--- src/rtl/qeipid_pkg.sv ---
package qeipid_pkg;

  // Configuration port
  localparam int CFG_IDX_BITS  = 3;
  localparam int CFG_DATA_BITS = 32;

  typedef logic [CFG_IDX_BITS-1:0] cfg_idx_t;

  localparam cfg_idx_t CFG_TARGET = 3'd0;
  localparam cfg_idx_t CFG_GAIN_P = 3'd1;
  localparam cfg_idx_t CFG_GAIN_I = 3'd2;
  localparam cfg_idx_t CFG_GAIN_D = 3'd3;
  localparam cfg_idx_t CFG_MODE   = 3'd4;

  localparam int TARGET_BITS = 23;
  localparam int GAIN_BITS   = 16;
  localparam int MODE_BITS   = 2;

  localparam logic [GAIN_BITS-1:0] GAIN_P_RESET = 16'd7680;  // 30.0 in Q8.8

  // Drive modes / bridge codes
  localparam logic [MODE_BITS-1:0] MODE_STOP = 2'd0;
  localparam logic [MODE_BITS-1:0] MODE_FWD  = 2'd1;
  localparam logic [MODE_BITS-1:0] MODE_BWD  = 2'd2;

  // Input item codes
  localparam logic OP_EDGE    = 1'b0;
  localparam logic OP_TICK    = 1'b1;
  localparam logic LINE_A     = 1'b0;
  localparam logic WHEEL_LEFT = 1'b0;

  // Stream widths
  localparam int IN_TDATA_BITS  = 8;
  localparam int OUT_TDATA_BITS = 120;
  localparam int OUT_CNT_BITS   = 24;
  localparam int PWM_BITS       = 8;

  // Command queue
  localparam int QUEUE_DEPTH = 4;
  localparam int QPTR_BITS   = 2;

  typedef struct packed {
    logic tick;   // control tick, else encoder edge
    logic wheel;  // edge: 1 right wheel
    logic up;     // edge: count up
  } cmd_t;

  typedef struct packed {
    logic [TARGET_BITS-1:0] target;
    logic [GAIN_BITS-1:0]   kp;
    logic [GAIN_BITS-1:0]   ki;
    logic [GAIN_BITS-1:0]   kd;
    logic [MODE_BITS-1:0]   mode;
  } cfg_t;

  // Last member sits in the lowest bits
  typedef struct packed {
    logic [OUT_CNT_BITS-1:0] error_right;
    logic [OUT_CNT_BITS-1:0] error_left;
    logic [OUT_CNT_BITS-1:0] count_right;
    logic [OUT_CNT_BITS-1:0] count_left;
    logic [MODE_BITS-1:0]    bridge_right;
    logic [MODE_BITS-1:0]    bridge_left;
    logic [PWM_BITS-1:0]     pwm_right;
    logic [PWM_BITS-1:0]     pwm_left;
  } res_t;

endpackage

--- src/rtl/qeipid_queue.sv ---
module qeipid_queue
  import qeipid_pkg::*;
(
  input  logic clk,
  input  logic rst_n,
  input  logic push,
  input  cmd_t push_cmd,
  output logic full,
  input  logic pop,
  output logic valid,
  output cmd_t pop_cmd
);

  cmd_t                 mem [QUEUE_DEPTH];
  logic [QPTR_BITS-1:0] wr_r, rd_r;
  logic [QPTR_BITS:0]   cnt_r, cnt_nxt;

  assign full    = (cnt_r == (QPTR_BITS+1)'(QUEUE_DEPTH));
  assign valid   = (cnt_r != '0);
  assign pop_cmd = mem[rd_r];

  always_comb begin
    cnt_nxt = cnt_r;
    if (push && !pop) begin
      cnt_nxt = cnt_r + 1'b1;
    end else if (pop && !push) begin
      cnt_nxt = cnt_r - 1'b1;
    end
  end

  always_ff @(posedge clk) begin
    if (!rst_n) begin
      wr_r  <= '0;
      rd_r  <= '0;
      cnt_r <= '0;
    end else begin
      cnt_r <= cnt_nxt;
      if (push) begin
        wr_r <= wr_r + 1'b1;
      end
      if (pop) begin
        rd_r <= rd_r + 1'b1;
      end
    end
  end

  always_ff @(posedge clk) begin
    if (push) begin
      mem[wr_r] <= push_cmd;
    end
  end

endmodule

--- config.mk ---
export PLATFORM = sky130hd
export DESIGN_NAME = qeipid_queue
export DESIGN_NICKNAME = d
export VERILOG_FILES = /design/src/rtl/qeipid_pkg.sv /design/src/rtl/qeipid_queue.sv
export SDC_FILE = /design/constraint.sdc
export NUM_CORES = 1
export LEC_CHECK = 0
export ABC_AREA = 1
export BUFFER_PORTS_ARGS = -buffer_cell sky130_fd_sc_hd__buf_2
export CELL_PAD_IN_SITES_DETAIL_PLACEMENT = 1
export CELL_PAD_IN_SITES_GLOBAL_PLACEMENT = 1
export CORE_MARGIN = 1
export CORE_UTILIZATION = 38
export DETAILED_ROUTE_END_ITERATION = 12
export PLACE_DENSITY_LB_ADDON = 0.1
export RECOVER_POWER = 50
export SYNTH_ARGS = -nofsm -noshare
export SYNTH_HDL_FRONTEND = slang
export SYNTH_SLANG_ARGS = --single-unit
--- constraint.sdc ---
create_clock -name clk -period 1.07 [get_ports clk]
set_input_delay 0.0535 -clock clk [delete_from_list [all_inputs] [get_ports clk]]
set_output_delay 0.0535 -clock clk [all_outputs]
set_load 0.02 [all_outputs]
==> run_results.csv, run 1 <==
group,metric,value,unit
placed_design,numPortBuffers,11,
timing,tightest_slew,0.230,ns
timing,finalSetupViolCount,6,
critical_path,start_kind,"flop",
clock_network,h-tree-depth,1,
grt,grt_pass1_vias,694,
synth,syn_area,888,um2
critical_path,path_class,"flop to output pin",
routing,drtIter0Drc,0,
critical_path,worst_path_max_delay_cell,"dfxtp_4",
clock_network,root_buffer,"clkbuf_4",
synth,ys_seq_elements,21,
grt,grt_max_degree,12,
placed_design,globalplace.congestion,0.686,
min_path,hp-class,"input pin to flop",
synth,synthArstFlopShare,0,%
timing,rsz0062_at_grt,"true",
synth,synth-edff-count,12,
pwr,leakage,0.000494,uW
grt,use_met3,2.73,%
grt,busiest_layer,"met2",
timing,holdWs,0.0402,ns
grt,grt_use_met2,28.4,%
pwr,ir_drop,0.705,mV
synth,avgSynthCellArea,10.1,um2
floorplan,die_w,50.4,um
grt,antenna_found_initial,0,
routing,vias_per_cell,4.73,
critical_path,critPathMaxStageDelay,0.41,ns
routing,via_count,648,
layout,insertedDiodeCount,0,
run,maxCapViolations,0,
synth,yosys.area.top_type,"edfxtp_1",
grt,grt_pass1_wl,2900,um
timing,fin_tns_setup,-0.511,ns
synth,synth.cells.most_frequent,"inv_1, edfxtp_1, nor2_1, nand2_1",
synth,ys_types,16,
synth,ys.flop_type,"edfxtp_1",
layout,finalNetCount,123,
synth,syn_nets,101,
layout,syn_to_final_growth,29.3,%
grt,use_met1,17.6,%
timing,hold_viol,0,
floorplan,ios,12,
synth,yosysWarnings,0,
synth,synth_area_leaders,"edfxtp_1, dfxtp_1, ha_1",
timing,clock_skew,0.00626,ns
floorplan,fp.dieH,50.4,um
grt,gr-usage-all-layers,15.6,%
critical_path,critPathBufInv,1,
floorplan,rows,17,
clock_network,cts_buffers,3,
timing,period_minus_slack,1.22,ns
timing,fin_crit_sh,114,%
clock_network,clock_latency,0.29,ns
floorplan,die_area,2540,um2
critical_path,cp_cell_sequence,"o21ai_1 -> o22ai_1 -> buf_4",
clock_network,path_clk_slew,0.11,ns
layout,drive_above_1_share,34.9,%
routing,ant_nets,0,
critical_path,critical_path_arrival,1.17,ns
timing,maxSlewViolCount,0,
routing,wl_per_cell,12.1,um
layout,nFillCells,266,
floorplan,core,2210,um2
floorplan,start_util,40.2,%
placed_design,dp_slack,-0.160,ns
synth,netlist.area_leader.share,40.6,%
outcome,violations,"setup timing",
clock_network,cts.sinks,21,
pwr,powerDensity,1460,nW/um2
timing,slew_headroom,84.5,%
timing,fmax,817,MHz
grt,overflow,0,
routing,dr.pass1.iters,1,
placed_design,hpwl,1270,um
clock_network,tritoncts,"done",
synth,yosysSeqAreaShare,60.8,%
critical_path,cp.required,1.02,ns
critical_path,end_kind,"output pin",
routing,wirelength,1660,um
outcome,outcome,"complete, but fails checks",
synth,netlist_instances,88,
timing,worst_slack,-0.153,ns
layout,final_cell_area,1150,um2
critical_path,path_max_fanout,7,
routing,route.detailed.drc,0,
synth,yosysMostFrequentCell,"inv_1",
clock_network,clk_path_buf_depth,2,
placed_design,placed_area,1010,um2
critical_path,critPathTopFamily,"flip-flops",
## stage by stage
stage,util (%),total power [uW],instances
global route,51.9,1770,137
global placement,45.5,1220,130
floorplan,-,1120,88
finish,51.9,1670,137
detailed placement,45.5,1230,130
CTS,49.5,1640,137
## per-layer routing
layer  part of all wire (%)  vias up
met5                      0        -
met4                   0.96        0
met3                    1.7        2
met2                     54        9
met1                     44      304
li1                       -      333
## worst min-delay path, stage by stage
cell     delay (ns)
buf_2          0.14
nand2_1        0.07
nor2_1         0.03
## logic make-up (layout without fill, tap and decap cells)
family	Yosys count	after routing	synth area share, %
buf+inv	17	38	7.18
simple gates	25	25	11.1
fa+ha+maj	6	6	9.30
compound gates	19	19	11.5
flops	21	21	60.8
## final timing paths
check	startpoint	end	slack, ns	depth (start not counted)
max	flop	pop_cmd[1]	-0.15	3
min	rst_n	cnt_r[2]	0.04	3
max reg2reg	cnt_r[0]	cnt_r[2]	-0.03	7
min reg2reg	rd_r[1]	flop	0.45	1
## power by group
group	internal [uW]	switching [uW]
clock network	145	217
registers	909	37.2
logic	162	202
## registers in the layout (all words and copies together), names as in the netlist, named ones only
register,count
wr_r,2
mem,12
cnt_r,3
rd_r,2
## layout by cell type, fill, tap and decap left out, drive strengths merged
master       synthesis  final
inv                 17     17
edfxtp              12     12
nor2                12     12
o21ai               12     12
buf                  0     11
nand2               10     10
dfxtp                9      9
clkbuf               0      7
ha                   5      5
a21oi                4      4
dlygate4sd3          0      3
o22ai                3      3
nor3                 1      1
nand3                1      1
nand4                1      1
fa                   1      1
## what timing repair did
| action | 4_1_cts | 5_1_grt |
|---|---|---|
| pin swaps | 6 | 7 |
| hold endpoints to repair | 12 | 0 |
| resized for setup | 15 | 24 |
| endpoints found under the setup margin | 10 | 17 |
| setup buffers | 0 | 0 |
| hold buffers | 3 | 0 |
## cell type report
type / instances / area [um2] / area share [%]
clock buffers: 4 / 26.3 / 2.29
inverters: 17 / 68.8 / 5.99
multi-input cells: 50 / 334 / 29.1
flip-flops and latches: 21 / 549 / 47.8
well taps: 28 / 35.0 / 3.05
repair buffers: 17 / 135 / 11.8
Note: power is estimated with default switching activity, not from simulation.
==> inputs of run 2 (changes only) <==
--- a/config.mk
+++ b/config.mk
@@ -10,7 +10,8 @@
 export CELL_PAD_IN_SITES_DETAIL_PLACEMENT = 1
 export CELL_PAD_IN_SITES_GLOBAL_PLACEMENT = 1
 export CORE_MARGIN = 1
-export CORE_UTILIZATION = 38
+export CORE_UTILIZATION = 40
+export CTS_BUF_LIST = sky130_fd_sc_hd__clkbuf_4 sky130_fd_sc_hd__clkbuf_8
 export DETAILED_ROUTE_END_ITERATION = 12
 export PLACE_DENSITY_LB_ADDON = 0.1
 export RECOVER_POWER = 50
==> run_results.csv, run 2 (synthesized netlist as in run 1, its figures left out) <==
group,metric,value,unit
routing,route.detailed.drc,0,
timing,holdWs,0.0357,ns
min_path,whs_path_depth,3,
critical_path,end_kind,"output pin",
placed_design,numPortBuffers,11,
floorplan,start_util,43.9,%
placed_design,globalplace.congestion,0.756,
layout,reg.largest.list,"mem: 12 flops, cnt_r: 3 flops",
routing,wirelength,1760,um
critical_path,reg2reg_slack,-0.11,ns
layout,finalNetCount,123,
critical_path,critical_path_arrival,1.14,ns
critical_path,start_kind,"flop",
critical_path,path_max_fanout,7,
routing,vias_per_cell,4.93,
layout,drive_above_1_share,36.7,%
timing,fin_tns_setup,-0.569,ns
timing,maxSlewViolCount,0,
pwr,leakage,0.000490,uW
timing,slew_headroom,84.4,%
critical_path,r2r-start,"cnt_r[0]",
floorplan,die_w,49.1,um
clock_network,cts_buffers,3,
layout,largest_register_ffs,12,
critical_path,cp.required,1.02,ns
grt,overflow,0,
pwr,ir_drop,0.908,mV
floorplan,rows,16,
clock_network,h-tree-depth,1,
placed_design,placed_area,1000,um2
layout,final_cell_area,1140,um2
layout,insertedDiodeCount,0,
critical_path,path_class,"flop to output pin",
clock_network,clock_latency,0.29,ns
floorplan,fp.dieH,49.1,um
grt,grt_pass1_vias,687,
timing,hold_viol,0,
timing,fmax,840,MHz
pwr,power,1680,uW
timing,fin_crit_sh,111,%
clock_network,clk_path_buf_depth,2,
floorplan,die_area,2410,um2
routing,via_count,671,
clock_network,tritoncts,"done",
routing,wl_per_cell,12.9,um
layout,mostFrequentLayoutCells,"edfxtp_1, inv_1, nor2_1, nand2_1, inv_2",
routing,drtIter0Drc,8,
layout,syn_to_final_growth,28.6,%
grt,gr-usage-all-layers,15.9,%
floorplan,core,2020,um2
pwr,powerDensity,1470,nW/um2
routing,dr.pass1.iters,4,
timing,period_minus_slack,1.19,ns
layout,nFillCells,236,
routing,ant_nets,0,
grt,antenna_found_initial,0,
grt,grt_pass1_wl,2810,um
timing,rsz0062_at_grt,"true",
outcome,outcome,"complete, but fails checks",
critical_path,reg2reg_depth,7,
timing,tightest_slew,0.232,ns
min_path,min_from,"rst_n",
layout,layout_commonest_cell,"edfxtp_1",
min_path,hp-class,"input pin to flop",
timing,worst_slack,-0.120,ns
timing,clock_skew,0.00423,ns
clock_network,root_buffer,"clkbuf_4",
outcome,violations,"setup timing",
critical_path,regToRegEndpoint,"cnt_r[2]",
timing,finalSetupViolCount,7,
floorplan,ios,12,
placed_design,hpwl,1240,um
run,maxCapViolations,0,
clock_network,path_clk_slew,0.12,ns
min_path,min_to,"cnt_r[1]",
layout,top_register,"mem",
grt,grt_max_degree,13,
clock_network,cts.sinks,21,
==> run 2: how the worst max path moves through the flow <==
stage | end | slack (ns)
after floorplan | cnt_r[2] | -0.01
after global placement | cnt_r[1] | -0.11
after detailed placement | cnt_r[1] | -0.19
after CTS | pop_cmd[2] | -0.14
after global routing | pop_cmd[0] | -0.18
final | pop_cmd[0] | -0.12
==> run 2: layer usage <==
| layer | GRT usage [%] | part of all wire, % |
|---|---|---|
| met5 | 0 | 0 |
| met1 | 16.6 | 41 |
| met2 | 30.1 | 56 |
| met3 | 3.12 | 2.4 |
| met4 | 7.35 | 0.68 |
==> run 2: area by class of cell <==
class,instances,area [um2],share of cell area (%)
flip-flops and latches,21,549,48.1
multi-input cells,50,335,29.4
repair buffers,17,128,11.2
inverters,17,68.8,6.02
well taps,27,33.8,2.96
clock buffers,3,22.5,1.97
clock inverters,1,5.00,0.438
==> run 2: stage by stage <==
step	worst slack [ns]	utilization (%)	cells
6_report	-0.120	56.5	136
5_1_grt	-0.176	56.5	136
4_1_cts	-0.140	54.4	136
3_5_place_dp	-0.185	49.7	129
3_3_place_gp	-0.106	49.7	129
2_1_floorplan	-0.00954	-	88
==> run 2: timing repair <==
item                       CTS  global route
hold endpoints to repair    12             0
gates resized for setup     18            20
hold buffers                 3             0
setup endpoints to repair    9            17
setup buffers                0             0
pin swaps                    8             4
==> run 2: worst max-delay path: stages, from the launching register on <==
cell and delay [ns]:
dfxtp_4 0.40, inv_6 0.08, nor2_1 0.04, o22ai_1 0.15
buf_4 0.17
==> run 2: power by group <==
part	internal, uW	switching (uW)	total, uW
Sequential	909	37.3	946
Combinational	162	204	365
Clock	139	231	370
